**src/rtl/scat_pkg.sv**
```systemverilog
// Package of the scancode-set-1 to ASCII translator.
// Holds command codes, scancode constants, the US layout tables and shared structs.
// No dependencies.
package scat_pkg;

  localparam logic [1:0] OP_SCAN  = 2'd0;
  localparam logic [1:0] OP_POP   = 2'd1;
  localparam logic [1:0] OP_CLEAR = 2'd2;

  localparam logic [7:0] SC_PREFIX  = 8'hE0;
  localparam logic [6:0] SC_LSHIFT  = 7'h2A;
  localparam logic [6:0] SC_RSHIFT  = 7'h36;
  localparam logic [6:0] SC_CTRL    = 7'h1D;
  localparam logic [6:0] SC_ALT     = 7'h38;
  localparam logic [6:0] SC_CAPS    = 7'h3A;
  localparam logic [6:0] SC_NUM     = 7'h45;
  localparam logic [6:0] SC_SCROLL  = 7'h46;

  localparam logic [6:0] CH_LOWER_A = 7'h61;
  localparam logic [6:0] CH_LOWER_Z = 7'h7A;
  localparam logic [6:0] CTRL_BASE  = 7'h60;

  localparam logic [6:0] PLAIN_MAP [128] = '{
    7'h00, 7'h1B, 7'h31, 7'h32, 7'h33, 7'h34, 7'h35, 7'h36,
    7'h37, 7'h38, 7'h39, 7'h30, 7'h2D, 7'h3D, 7'h08, 7'h09,
    7'h71, 7'h77, 7'h65, 7'h72, 7'h74, 7'h79, 7'h75, 7'h69,
    7'h6F, 7'h70, 7'h5B, 7'h5D, 7'h0A, 7'h00, 7'h61, 7'h73,
    7'h64, 7'h66, 7'h67, 7'h68, 7'h6A, 7'h6B, 7'h6C, 7'h3B,
    7'h27, 7'h60, 7'h00, 7'h5C, 7'h7A, 7'h78, 7'h63, 7'h76,
    7'h62, 7'h6E, 7'h6D, 7'h2C, 7'h2E, 7'h2F, 7'h00, 7'h2A,
    7'h00, 7'h20, 7'h00, 7'h00, 7'h00, 7'h00, 7'h00, 7'h00,
    7'h00, 7'h00, 7'h00, 7'h00, 7'h00, 7'h00, 7'h00, 7'h37,
    7'h38, 7'h39, 7'h2D, 7'h34, 7'h35, 7'h36, 7'h2B, 7'h31,
    7'h32, 7'h33, 7'h30, 7'h2E, 7'h00, 7'h00, 7'h00, 7'h00,
    7'h00, 7'h00, 7'h00, 7'h00, 7'h00, 7'h00, 7'h00, 7'h00,
    7'h00, 7'h00, 7'h00, 7'h00, 7'h00, 7'h00, 7'h00, 7'h00,
    7'h00, 7'h00, 7'h00, 7'h00, 7'h00, 7'h00, 7'h00, 7'h00,
    7'h00, 7'h00, 7'h00, 7'h00, 7'h00, 7'h00, 7'h00, 7'h00,
    7'h00, 7'h00, 7'h00, 7'h00, 7'h00, 7'h00, 7'h00, 7'h00
  };

  localparam logic [6:0] SHIFT_MAP [128] = '{
    7'h00, 7'h1B, 7'h21, 7'h40, 7'h23, 7'h24, 7'h25, 7'h5E,
    7'h26, 7'h2A, 7'h28, 7'h29, 7'h5F, 7'h2B, 7'h08, 7'h09,
    7'h51, 7'h57, 7'h45, 7'h52, 7'h54, 7'h59, 7'h55, 7'h49,
    7'h4F, 7'h50, 7'h7B, 7'h7D, 7'h0A, 7'h00, 7'h41, 7'h53,
    7'h44, 7'h46, 7'h47, 7'h48, 7'h4A, 7'h4B, 7'h4C, 7'h3A,
    7'h22, 7'h7E, 7'h00, 7'h7C, 7'h5A, 7'h58, 7'h43, 7'h56,
    7'h42, 7'h4E, 7'h4D, 7'h3C, 7'h3E, 7'h3F, 7'h00, 7'h2A,
    7'h00, 7'h20, 7'h00, 7'h00, 7'h00, 7'h00, 7'h00, 7'h00,
    7'h00, 7'h00, 7'h00, 7'h00, 7'h00, 7'h00, 7'h00, 7'h37,
    7'h38, 7'h39, 7'h2D, 7'h34, 7'h35, 7'h36, 7'h2B, 7'h31,
    7'h32, 7'h33, 7'h30, 7'h2E, 7'h00, 7'h00, 7'h00, 7'h00,
    7'h00, 7'h00, 7'h00, 7'h00, 7'h00, 7'h00, 7'h00, 7'h00,
    7'h00, 7'h00, 7'h00, 7'h00, 7'h00, 7'h00, 7'h00, 7'h00,
    7'h00, 7'h00, 7'h00, 7'h00, 7'h00, 7'h00, 7'h00, 7'h00,
    7'h00, 7'h00, 7'h00, 7'h00, 7'h00, 7'h00, 7'h00, 7'h00,
    7'h00, 7'h00, 7'h00, 7'h00, 7'h00, 7'h00, 7'h00, 7'h00
  };

  typedef struct packed {
    logic       push;
    logic       pop;
    logic       clear;
    logic [6:0] wdata;
  } ring_cmd_t;

  typedef struct packed {
    logic [6:0] read_char;
    logic       char_dropped;
    logic       has_input;
  } ring_stat_t;

  typedef struct packed {
    logic       event_valid;
    logic [6:0] event_ascii;
    logic [7:0] event_scancode;
    logic       event_pressed;
    logic [2:0] event_modifiers;
    logic       led_write;
    logic [2:0] led_bits;
    logic [2:0] modifiers_now;
  } key_out_t;

  function automatic logic is_lower(input logic [6:0] c);
    return (c >= CH_LOWER_A) && (c <= CH_LOWER_Z);
  endfunction

endpackage

```
**src/rtl/scat_if.sv**
```systemverilog
// Channel interfaces of the scancode translator: command, configuration and result.
// Each carries valid, ready and its payload; a beat moves when both are high.
// No dependencies.
interface scat_cmd_if;
  logic       valid;
  logic       ready;
  logic [1:0] opcode;
  logic [7:0] scan_byte;
  modport source (output valid, opcode, scan_byte, input ready);
  modport sink (input valid, opcode, scan_byte, output ready);
endinterface

interface scat_cfg_if;
  logic valid;
  logic ready;
  logic data;
  modport source (output valid, data, input ready);
  modport sink (input valid, data, output ready);
endinterface

interface scat_res_if;
  logic       valid;
  logic       ready;
  logic       event_valid;
  logic [6:0] event_ascii;
  logic [7:0] event_scancode;
  logic       event_pressed;
  logic [2:0] event_modifiers;
  logic       led_write;
  logic [2:0] led_bits;
  logic [6:0] read_char;
  logic       char_dropped;
  logic       has_input;
  logic [2:0] modifiers_now;
  modport source (output valid, event_valid, event_ascii, event_scancode, event_pressed,
                  event_modifiers, led_write, led_bits, read_char, char_dropped,
                  has_input, modifiers_now, input ready);
  modport sink (input valid, event_valid, event_ascii, event_scancode, event_pressed,
                event_modifiers, led_write, led_bits, read_char, char_dropped,
                has_input, modifiers_now, output ready);
endinterface

```
**src/rtl/scat_keystate.sv**
```systemverilog
// Modifier and lock state with the key translation of the scancode translator.
// Depends on scat_pkg.
module scat_keystate (
  input  logic                clk,
  input  logic                rst,
  input  logic                fire,
  input  logic [1:0]          opcode,
  input  logic [7:0]          scan_byte,
  input  logic                event_enable,
  output scat_pkg::key_out_t  key_out,
  output scat_pkg::ring_cmd_t ring_cmd
);
  import scat_pkg::*;

  logic shift_down, ctrl_down, alt_down, caps_on, num_on, scroll_on;
  logic shift_down_next, ctrl_down_next, alt_down_next;
  logic caps_on_next, num_on_next, scroll_on_next;

  logic       is_scan;
  logic       released;
  logic [6:0] key;
  logic       is_mod_key;
  logic       is_lock_press;
  logic       is_other;
  logic [6:0] base_char;
  logic       shift_sel;
  logic [6:0] shifted_char;
  logic [6:0] key_char;
  logic [2:0] mods_before;

  always_comb begin
    is_scan     = (opcode == OP_SCAN) && (scan_byte != SC_PREFIX);
    released    = scan_byte[7];
    key         = scan_byte[6:0];
    mods_before = {alt_down, ctrl_down, shift_down};
    is_mod_key  = (key == SC_LSHIFT) || (key == SC_RSHIFT) || (key == SC_CTRL) ||
                  (key == SC_ALT);
    is_lock_press = !released && ((key == SC_CAPS) || (key == SC_NUM) ||
                    (key == SC_SCROLL));
    is_other    = is_scan && !is_mod_key && !is_lock_press;

    base_char    = PLAIN_MAP[key];
    shift_sel    = shift_down ^ (caps_on && is_lower(base_char));
    shifted_char = shift_sel ? SHIFT_MAP[key] : base_char;
    if (ctrl_down && is_lower(shifted_char)) begin
      key_char = shifted_char - CTRL_BASE;
    end else begin
      key_char = shifted_char;
    end

    shift_down_next = shift_down;
    ctrl_down_next  = ctrl_down;
    alt_down_next   = alt_down;
    caps_on_next    = caps_on;
    num_on_next     = num_on;
    scroll_on_next  = scroll_on;
    if (is_scan) begin
      priority if ((key == SC_LSHIFT) || (key == SC_RSHIFT)) begin
        shift_down_next = !released;
      end else if (key == SC_CTRL) begin
        ctrl_down_next = !released;
      end else if (key == SC_ALT) begin
        alt_down_next = !released;
      end else if (is_lock_press && (key == SC_CAPS)) begin
        caps_on_next = !caps_on;
      end else if (is_lock_press && (key == SC_NUM)) begin
        num_on_next = !num_on;
      end else if (is_lock_press) begin
        scroll_on_next = !scroll_on;
      end else begin
        shift_down_next = shift_down;
      end
    end

    ring_cmd.push  = is_other && !released && (key_char != '0);
    ring_cmd.pop   = (opcode == OP_POP);
    ring_cmd.clear = (opcode == OP_CLEAR);
    ring_cmd.wdata = key_char;

    key_out.event_valid     = is_other && event_enable;
    key_out.event_ascii     = (key_out.event_valid && !released) ? key_char : '0;
    key_out.event_scancode  = key_out.event_valid ? scan_byte : '0;
    key_out.event_pressed   = key_out.event_valid && !released;
    key_out.event_modifiers = key_out.event_valid ? mods_before : '0;
    key_out.led_write       = is_scan && is_lock_press;
    key_out.led_bits        = key_out.led_write ?
                              {caps_on_next, num_on_next, scroll_on_next} : '0;
    key_out.modifiers_now   = {alt_down_next, ctrl_down_next, shift_down_next};
  end

  always_ff @(posedge clk) begin
    if (rst) begin
      shift_down <= 1'b0;
      ctrl_down  <= 1'b0;
      alt_down   <= 1'b0;
      caps_on    <= 1'b0;
      num_on     <= 1'b0;
      scroll_on  <= 1'b0;
    end else if (fire) begin
      shift_down <= shift_down_next;
      ctrl_down  <= ctrl_down_next;
      alt_down   <= alt_down_next;
      caps_on    <= caps_on_next;
      num_on     <= num_on_next;
      scroll_on  <= scroll_on_next;
    end
  end

  // A lock press flips exactly one lock bit.
  assert property (@(posedge clk) disable iff (rst)
    (fire && key_out.led_write) |=>
      $countones({caps_on ^ $past(caps_on), num_on ^ $past(num_on),
                  scroll_on ^ $past(scroll_on)}) == 1)
    else $error("lock press did not toggle exactly one lock");

endmodule

```
**src/rtl/scat_ring.sv**
```systemverilog
// Character ring of the scancode translator: memory, positions and a prefetched head.
// Depends on scat_pkg.
module scat_ring #(
  parameter int RING_DEPTH = 256
) (
  input  logic                 clk,
  input  logic                 rst,
  input  logic                 fire,
  input  scat_pkg::ring_cmd_t  cmd,
  output scat_pkg::ring_stat_t stat
);
  import scat_pkg::*;

  localparam int PW = $clog2(RING_DEPTH);
  localparam logic [PW-1:0] LAST_POS = PW'(RING_DEPTH - 1);

  logic [6:0]    mem [RING_DEPTH];
  logic [PW-1:0] write_pos, read_pos;
  logic [PW-1:0] write_pos_next, read_pos_next;
  logic [PW-1:0] write_inc, read_inc;
  logic [PW-1:0] head_addr;
  logic [6:0]    head;
  logic          empty, full;
  logic          push_ok, pop_ok;

  always_comb begin
    write_inc = (write_pos == LAST_POS) ? '0 : write_pos + 1'b1;
    read_inc  = (read_pos == LAST_POS) ? '0 : read_pos + 1'b1;
    empty     = (write_pos == read_pos);
    full      = (write_inc == read_pos);
    push_ok   = cmd.push && !full;
    pop_ok    = cmd.pop && !empty;

    write_pos_next = write_pos;
    read_pos_next  = read_pos;
    if (cmd.clear) begin
      write_pos_next = '0;
      read_pos_next  = '0;
    end else begin
      if (push_ok) begin
        write_pos_next = write_inc;
      end
      if (pop_ok) begin
        read_pos_next = read_inc;
      end
    end

    head_addr = fire ? read_pos_next : read_pos;

    stat.read_char    = pop_ok ? head : '0;
    stat.char_dropped = cmd.push && full;
    stat.has_input    = (write_pos_next != read_pos_next);
  end

  always_ff @(posedge clk) begin
    if (rst) begin
      write_pos <= '0;
      read_pos  <= '0;
    end else if (fire) begin
      write_pos <= write_pos_next;
      read_pos  <= read_pos_next;
    end
  end

  // The head always holds the entry at the read position, including one written this cycle.
  always_ff @(posedge clk) begin
    if (fire && push_ok) begin
      mem[write_pos] <= cmd.wdata;
    end
    if (fire && push_ok && (write_pos == head_addr)) begin
      head <= cmd.wdata;
    end else begin
      head <= mem[head_addr];
    end
  end

  assert property (@(posedge clk) disable iff (rst)
    (fire && cmd.clear) |=> (write_pos == '0) && (read_pos == '0))
    else $error("clear did not reset the ring positions");

  assert property (@(posedge clk) disable iff (rst)
    (fire && push_ok) |=> (write_pos != read_pos))
    else $error("ring empty after a stored character");

endmodule

```
**src/rtl/scancode_to_ascii_translator.sv**
```systemverilog
// Top level of the scancode-set-1 to ASCII translator.
// Depends on scat_pkg, scat_if, scat_keystate and scat_ring.
//
// The cmd channel takes one beat per command: opcode 0 delivers a set-1
// scancode byte, opcode 1 pops a character from the ring and opcode 2 clears
// the ring. Every command beat yields exactly one beat on the res channel,
// in order. The cfg channel writes the event enable bit; it is always ready
// and should only be written while no command is in flight.
// A command beat is registered in the input register, then translated against
// the modifier, lock and ring state and written into the result register once
// that register is free. One command is accepted every cycle while the receiver
// keeps taking results; the ring read port prefetches the oldest character so
// back-to-back pops proceed.
// When the receiver stalls, the result register holds its beat and the
// input register fills, after which cmd.ready drops until a result leaves.
// Reset clears modifiers, locks, event enable and both ring positions; the
// ring contents are not cleared and are only read after being written.
module scancode_to_ascii_translator #(
  parameter int RING_DEPTH = 256
) (
  input logic       clk,
  input logic       rst,
  scat_cmd_if.sink  cmd,
  scat_cfg_if.sink  cfg,
  scat_res_if.source res
);
  import scat_pkg::*;

  logic       event_enable;
  logic       stage_valid;
  logic [1:0] stage_opcode;
  logic [7:0] stage_byte;
  logic       out_free;
  logic       fire;
  logic       accept;

  key_out_t   key_out;
  ring_cmd_t  ring_cmd;
  ring_stat_t ring_stat;

  key_out_t   key_res;
  ring_stat_t ring_res;

  assign out_free  = !res.valid || res.ready;
  assign fire      = stage_valid && out_free;
  assign cmd.ready = !stage_valid || out_free;
  assign accept    = cmd.valid && cmd.ready;
  assign cfg.ready = 1'b1;

  always_ff @(posedge clk) begin
    if (rst) begin
      event_enable <= 1'b0;
    end else if (cfg.valid && cfg.ready) begin
      event_enable <= cfg.data;
    end
  end

  always_ff @(posedge clk) begin
    if (rst) begin
      stage_valid <= 1'b0;
    end else if (accept) begin
      stage_valid <= 1'b1;
    end else if (fire) begin
      stage_valid <= 1'b0;
    end
  end

  always_ff @(posedge clk) begin
    if (accept) begin
      stage_opcode <= cmd.opcode;
      stage_byte   <= cmd.scan_byte;
    end
  end

  scat_keystate u_keystate (
    .clk          (clk),
    .rst          (rst),
    .fire         (fire),
    .opcode       (stage_opcode),
    .scan_byte    (stage_byte),
    .event_enable (event_enable),
    .key_out      (key_out),
    .ring_cmd     (ring_cmd)
  );

  scat_ring #(
    .RING_DEPTH (RING_DEPTH)
  ) u_ring (
    .clk  (clk),
    .rst  (rst),
    .fire (fire),
    .cmd  (ring_cmd),
    .stat (ring_stat)
  );

  always_ff @(posedge clk) begin
    if (rst) begin
      res.valid <= 1'b0;
    end else if (fire) begin
      res.valid <= 1'b1;
    end else if (res.ready) begin
      res.valid <= 1'b0;
    end
  end

  always_ff @(posedge clk) begin
    if (fire) begin
      key_res  <= key_out;
      ring_res <= ring_stat;
    end
  end

  assign res.event_valid     = key_res.event_valid;
  assign res.event_ascii     = key_res.event_ascii;
  assign res.event_scancode  = key_res.event_scancode;
  assign res.event_pressed   = key_res.event_pressed;
  assign res.event_modifiers = key_res.event_modifiers;
  assign res.led_write       = key_res.led_write;
  assign res.led_bits        = key_res.led_bits;
  assign res.read_char       = ring_res.read_char;
  assign res.char_dropped    = ring_res.char_dropped;
  assign res.has_input       = ring_res.has_input;
  assign res.modifiers_now   = key_res.modifiers_now;

  assert property (@(posedge clk) disable iff (rst)
    fire |=> res.valid)
    else $error("translated command produced no result beat");

  assert property (@(posedge clk) disable iff (rst)
    (stage_valid && !fire) |=> stage_valid)
    else $error("registered command lost while the result side stalled");

endmodule
```
**src/flat_wrapper.sv**
```systemverilog
// flat-port wrapper written by rule: the top's interface ports become plain ports
module scancode_to_ascii_translator_flat import scat_pkg::*;
#(
  parameter int RING_DEPTH = 256
)
  (clk, rst, cmd_valid, cmd_opcode, cmd_scan_byte, cmd_ready, cfg_valid, cfg_data, cfg_ready, res_valid, res_event_valid, res_event_ascii, res_event_scancode, res_event_pressed, res_event_modifiers, res_led_write, res_led_bits, res_read_char, res_char_dropped, res_has_input, res_modifiers_now, res_ready);
  scat_cmd_if cmd_i ();
  scat_cfg_if cfg_i ();
  scat_res_if res_i ();
  input logic clk;
  input logic rst;
  input wire logic [$bits(cmd_i.valid)-1:0] cmd_valid;
  input wire logic [$bits(cmd_i.opcode)-1:0] cmd_opcode;
  input wire logic [$bits(cmd_i.scan_byte)-1:0] cmd_scan_byte;
  output wire logic [$bits(cmd_i.ready)-1:0] cmd_ready;
  input wire logic [$bits(cfg_i.valid)-1:0] cfg_valid;
  input wire logic [$bits(cfg_i.data)-1:0] cfg_data;
  output wire logic [$bits(cfg_i.ready)-1:0] cfg_ready;
  output wire logic [$bits(res_i.valid)-1:0] res_valid;
  output wire logic [$bits(res_i.event_valid)-1:0] res_event_valid;
  output wire logic [$bits(res_i.event_ascii)-1:0] res_event_ascii;
  output wire logic [$bits(res_i.event_scancode)-1:0] res_event_scancode;
  output wire logic [$bits(res_i.event_pressed)-1:0] res_event_pressed;
  output wire logic [$bits(res_i.event_modifiers)-1:0] res_event_modifiers;
  output wire logic [$bits(res_i.led_write)-1:0] res_led_write;
  output wire logic [$bits(res_i.led_bits)-1:0] res_led_bits;
  output wire logic [$bits(res_i.read_char)-1:0] res_read_char;
  output wire logic [$bits(res_i.char_dropped)-1:0] res_char_dropped;
  output wire logic [$bits(res_i.has_input)-1:0] res_has_input;
  output wire logic [$bits(res_i.modifiers_now)-1:0] res_modifiers_now;
  input wire logic [$bits(res_i.ready)-1:0] res_ready;
  assign cmd_i.valid = cmd_valid;
  assign cmd_i.opcode = cmd_opcode;
  assign cmd_i.scan_byte = cmd_scan_byte;
  assign cmd_ready = cmd_i.ready;
  assign cfg_i.valid = cfg_valid;
  assign cfg_i.data = cfg_data;
  assign cfg_ready = cfg_i.ready;
  assign res_valid = res_i.valid;
  assign res_event_valid = res_i.event_valid;
  assign res_event_ascii = res_i.event_ascii;
  assign res_event_scancode = res_i.event_scancode;
  assign res_event_pressed = res_i.event_pressed;
  assign res_event_modifiers = res_i.event_modifiers;
  assign res_led_write = res_i.led_write;
  assign res_led_bits = res_i.led_bits;
  assign res_read_char = res_i.read_char;
  assign res_char_dropped = res_i.char_dropped;
  assign res_has_input = res_i.has_input;
  assign res_modifiers_now = res_i.modifiers_now;
  assign res_i.ready = res_ready;
  scancode_to_ascii_translator #(.RING_DEPTH(RING_DEPTH)) u_core (.clk(clk), .rst(rst), .cmd(cmd_i), .cfg(cfg_i), .res(res_i));
endmodule
```
**config.mk**
```make
export PLATFORM = sky130hd
export DESIGN_NAME = scancode_to_ascii_translator_flat
export DESIGN_NICKNAME = d
export VERILOG_FILES = /design/src/rtl/scat_pkg.sv /design/src/rtl/scat_if.sv /design/src/rtl/scat_keystate.sv /design/src/rtl/scat_ring.sv /design/src/rtl/scancode_to_ascii_translator.sv /design/src/flat_wrapper.sv
export SDC_FILE = /design/constraint.sdc
export NUM_CORES = 2
export LEC_CHECK = 0
export BUFFER_PORTS_ARGS = -buffer_cell sky130_fd_sc_hd__buf_2
export CAP_MARGIN = 20
export CORE_ASPECT_RATIO = 1.25
export CORE_MARGIN = 5
export CORE_UTILIZATION = 50
export DETAILED_ROUTE_END_ITERATION = 8
export PLACE_DENSITY = 0.69
export SLEW_MARGIN = 20
export SYNTH_ARGS = -nofsm -noshare
export SYNTH_HDL_FRONTEND = slang
export SYNTH_SLANG_ARGS = --single-unit
```
**constraint.sdc**
```tcl
create_clock -name clk -period 37.4 [get_ports clk]
set_input_delay 5.61 -clock clk [delete_from_list [all_inputs] [get_ports clk]]
set_output_delay 5.61 -clock clk [all_outputs]
set_load 0.05 [all_outputs]
```
# Word-level counts from Yosys, hierarchy flattened
# Memory sizes are Yosys's and may differ from the RTL's. A register that Yosys moved wholly into a read port is not among the register bits.
# Index checks and enable logic that the tools add are counted.
# word_totals
romBits	1792
reg_bits	71
inputBits	16
ram_bits	1792
wordCells	140
memories	3
out_inout_bits	39
# op_classes
n_lt_le_gt_ge	5
eq_ne	15
n_reduce_logical	42
bitwise_logic	2
addsub	3
muxes	46
# memory_table
memory	depth	word_bits	read_ports	rd_clocked_by_memory_dff	write_ports	line_no	text
u_core.u_ring.mem	256	7	1	1	1	scat_ring.sv:17	logic [6:0] mem [RING_DEPTH];
(name not given)	128	7	1	0	0	scat_keystate.sv:44	shifted_char = shift_sel ? SHIFT_MAP[key] : base_char;
(name not given)	128	7	1	0	0	scat_keystate.sv:42	base_char = PLAIN_MAP[key];
# ops
operator	n
8-bit two-way mux	7
7-bit two-way mux	6
1-bit two-way mux	33
7-bit by 6-bit equality test with 1-bit output, second input constant	4
1-bit logical AND	21
8-bit by 1-bit adder with 8-bit output, second input constant	2
8-bit equality test	2
8-bit equality test, second input constant	2
7-bit equality test, second input constant	2
7-bit >= comparator, second input constant	2
7-bit <= comparator, second input constant	2
1-bit logical NOT	10
8-bit >= comparator, second input constant	1
8-bit != test	1
8-bit != test, second input constant	1
7-bit inverter with 8-bit output	1
7-bit by 5-bit equality test with 1-bit output, second input constant	1
1-bit logical OR	7
7-bit nonzero test	1
7-bit subtractor, second input constant	1
2-bit nonzero test	2
2-bit by 1-bit equality test with 1-bit output, second input constant	1
2-bit equality test, second input constant	1
2-bit logical NOT	1
1-bit XOR	1

# Logic depth before layout (Yosys ltp)
# depth
word_depth	19
mapped_depth	18
ltp_nobuf	15

# Hierarchy
# Synthesis repeated with hierarchy kept, for this count alone.
# unflattened
cells_unflattened	3532
area_unflattened_um2	75152.1
# by_module_without_submodules
mod	cells_each	seq_area_each_um2	instances	area_per_inst_um2
scat_ring	3078	54292.1	1	70851.7
scat_keystate	393	120.1	1	2770.2
scancode_to_ascii_translator	61	1441.4	1	1530.2

# Worst setup path before layout
# OpenSTA, ideal clock, no wires.
# synth_timing
path_kind	flip-flop to flip-flop
from	reg u_core.stage_byte[0]
to	mem u_core.u_ring.mem[0][1], data pin
t_required_ns	35.206
path_buffers	2
setup_time_ns	2.194
path_stages_with_launch	14
path_slack_ns	22.156
period_less_slack_ns	15.244
t_arrival_ns	13.050
cell_sequence	edfxtp_1 clkbuf_1 inv_1 ha_1 clkbuf_1 or2_1 nand4_1 a31oi_1 or4_4 nor4_4 a211oi_2 xnor2_2 inv_1 o21ai_0
# synth_lines
item	line_no	text
from (decl)	scancode_to_ascii_translator.sv:32	logic [7:0] stage_byte;
from (signal assigned)	scancode_to_ascii_translator.sv:71	stage_byte <= cmd.scan_byte;
to (decl)	scat_ring.sv:17	

# Worst setup path in the final report
# layout_timing
from	in res_ready
to	out cmd_ready
# layout_between
elab_chain_len	2
# layout_rtl
item	line_no	text
from (decl)	flat_wrapper.sv:31	input wire logic [$bits(res_i.ready)-1:0] res_ready;
1-bit logical OR	scancode_to_ascii_translator.sv:44	assign out_free = !res.valid || res.ready;
1-bit logical OR	scancode_to_ascii_translator.sv:46	assign cmd.ready = !stage_valid || out_free;
to (decl)	flat_wrapper.sv:15	output wire logic [$bits(cmd_i.ready)-1:0] cmd_ready;
# Every way passes these cells.

==> run metrics <==
Clk pin slew, worst setup/hold paths=0.07 ns; Peak VDD IR=roughly 0.034 mV; Fillers=10746; Row Count=between 150 and 200; PnR Total Power=4.190 mW; Final Hold Viols=0; relative slew slack=0.2475; Die Y=about 440 um; met2 routed WL=86110 um; via count=35714; hold endpoint=u_core.u_keystate.alt_down; post-synth top area share=0.7382; first-pass GRT wire length=~250000 um; fin crit share=0.3182; CTS max path bufs=3; Finished Cell Area=0.08279 mm^2; CP Data Arrival Time=between 6 and 7 ns; max-cap viol count=0; Setup TNS=0 ns; Post-synth EDFFs=around 1800; Die X=~360 um; Post-Syn Area=around 0.075 mm^2; antenna violations before repair=5; CP max FO=4; status=finished clean; depth of the worst hold-timing path=2; antenna viol nets, final=0; post-CTS setup repair buffer count=0; worst r2r path cells=17; Yosys Warn Count=0; final WL=169600 um; Seq/Total Area, Yosys=0.7470; placeable core area=0.1485 mm^2; drt wl/cell=29.59 um; Area contributors post-synth=edfxtp_1 (74%), mux4_2 (18%), nor2_1 (1.6%), dfxtp_1 (0.88%), clkbuf_1 (0.65%); vias in the first global route=36040; Final setup viols=0; total grt overflow=0; post-synth top area cell=edfxtp_1; TritonCTS clock tree=done; CTS buffer count=approximately 170; Total GRT Usage=0.2161; Area Overhead vs Synth=10.72%; prevailing post-synth register cell=edfxtp_1; I/O pin count=55; Setup CP Type=in -> out; commonest non-fill, non-tap cell in the layout=edfxtp_1; IO buf count=53; Initial DRT Pass Iterations=8; DR WL met3=approximately 12000 um; Net Count, Synth=roughly 3600; fin nets=around 3600; Initial DRC Count=about 3800; CTS root buf=clkbuf_16; Final Max Slew Viols=0; Initial Util=0.5036; Gate Count Post-Synth=3532; die footprint=about 0.16 mm^2; HP Class=reg -> reg; Placed Area=0.07721 mm^2; top routing layer in use=met5; CTS sink cnt=~1900; CP required=roughly 32 ns; CTS Hold Bufs=0; Via density=between 6 and 7; cell leakage power=about 24 nW; min-delay src=u_core.u_keystate.alt_down; Worst setup EP type=output pin; synthesis-stage register bit count=~1900; final RePlAce weighted congestion=around 0.91; most frequent cells in the layout=edfxtp_1 (1838), mux4_2 (597), nor2_1 (312), clkbuf_16 (170), nand2_1 (99); DRC=0; post-DP HPWL=102300 um; CTS HTree Levels=4; f_max=about 0.084 GHz; layout cell share with drive strength beyond 1=0.2674; largest net degree at the start of global routing=184; WL met1=66100 um; CTS resizes=0; Async SR Flop Fraction=0; worst slew pin tran=between 1 and 1.5 ns; reg-to-reg critical path endpoint=u_core.u_ring.mem[214][5]; clock insertion delay at the later pin of the skew report=0.81 ns; Period minus WS final=approximately 12 ns; pwr/cell area=50.60 mW/mm^2; Worst R2R Setup Slack=between 20 and 30 ns; launch point of the worst reg-to-reg path=u_core.stage_byte[1]; RSZ-0062 raised after global routing=false; crit path from=res_ready; library cells used by synthesis=between 80 and 90; CP Launch Type=input port; Setup Skew=0.02558 ns; syn avg cell area=about 21 um^2
[cell usage after synthesis, types with 5 or more instances]
| cell type | n |
|---|---|
| nand3_1 | 18 |
| buf_1 | 55 |
| nand2b_1 | 12 |
| and3_1 | 6 |
| nand4_1 | 11 |
| clkbuf_1 | 129 |
| o31ai_1 | 5 |
| nand2_1 | 101 |
| inv_1 | 24 |
| or3_1 | 8 |
| o21ai_0 | 37 |
| nand3b_1 | 7 |
| buf_2 | 26 |
| a31oi_1 | 8 |
| dfxtp_1 | 33 |
| edfxtp_1 | 1838 |
| nor3_1 | 16 |
| mux2i_1 | 9 |
| a21oi_1 | 45 |
| o211ai_1 | 9 |
| mux4_2 | 597 |
| nor4_1 | 11 |
| xor2_1 | 17 |
| a211oi_1 | 8 |
| nor2b_1 | 29 |
| and2_1 | 21 |
| ha_1 | 19 |
| o22ai_1 | 6 |
| xnor2_1 | 15 |
| o21a_1 | 5 |
| nor2_1 | 313 |
[per-stage QoR]
step           std cells  hold slack (ns)  setup slack, ns  utilization
2_1_floorplan       3532           0.4451            22.16            -
3_3_place_gp        5421           0.4569            25.49       0.5200
3_5_place_dp        5421           0.4694            25.52       0.5200
4_1_cts             5727           0.4774            25.51       0.5571
5_1_grt             5729           0.4962            25.46       0.5576
6_report            5730           0.4742            25.50       0.5576
[power breakdown]
group / switching, mW / leakage, nW / internal (mW) / total, mW
Clock: 0.765 / 2.66 / 0.960 / 1.73
Combinational: 0.104 / 4.77 / 0.0177 / 0.122
Sequential: 0.00277 / 16.4 / 2.34 / 2.34
[flip-flops by register name (all words and copies together), names as in the netlist, 2 cells and up, named ones only]
name                        cells
u_core.u_ring.mem            1792
u_core.res.modifiers_now        3
u_core.res.event_scancode       8
u_core.res.event_ascii          7
u_core.stage_opcode             2
u_core.res.led_bits             3
u_core.u_ring.read_pos          8
u_core.res.read_char            7
u_core.stage_byte               8
u_core.res.event_modifiers      3
u_core.u_ring.write_pos         8
[layout make-up]
cell class	instances	area [um^2]	area share
tap	2000	2502	0.03023
clock buffer	201	4400	0.05315
clock inverter	105	1110	0.01341
inverter	25	108.9	0.001315
sequential	1871	55870	0.6748
timing repair buffer	108	784.5	0.009476
multi-input combinational	1419	18010	0.2175
antenna	1	2.502	0.00003023
[per-layer routing]
| metal | vias up | global-route usage |
|---|---|---|
| li1 | 14814 | - |
| met1 | 18998 | 0.2983 |
| met2 | 1589 | 0.3578 |
| met3 | 309 | 0.03578 |
| met4 | 4 | 0.06820 |
| met5 | - | 0 |
[how the worst max path moves through the flow]
stage | cells after the start | slack (ns) | endpoint
final | 4 | 25.50 | cmd_ready
after global routing | 4 | 25.46 | cmd_ready
after CTS | 4 | 25.51 | cmd_ready
after detailed placement | 4 | 25.52 | cmd_ready
after global placement | 4 | 25.49 | cmd_ready
after floorplan | 13 | 22.16 | u_core.u_ring.mem[0][1]
[kinds of logic after synthesis]
group | Yosys count | share of synthesized area
simple gates | 578 | 0.03497
buf+inv | 242 | 0.01309
fa+ha+maj | 19 | 0.003179
flops | 1871 | 0.7470
xor+xnor | 33 | 0.003966
compound gates | 178 | 0.01613
mux | 610 | 0.1816
other cells | 1 | 0.00005015
[worst max-delay path: stages]
cell     delay, ns
buf_2         0.09
nor2b_1       0.23
nand2_1       0.12
buf_2         0.23
(Power assumes the default switching activity.)
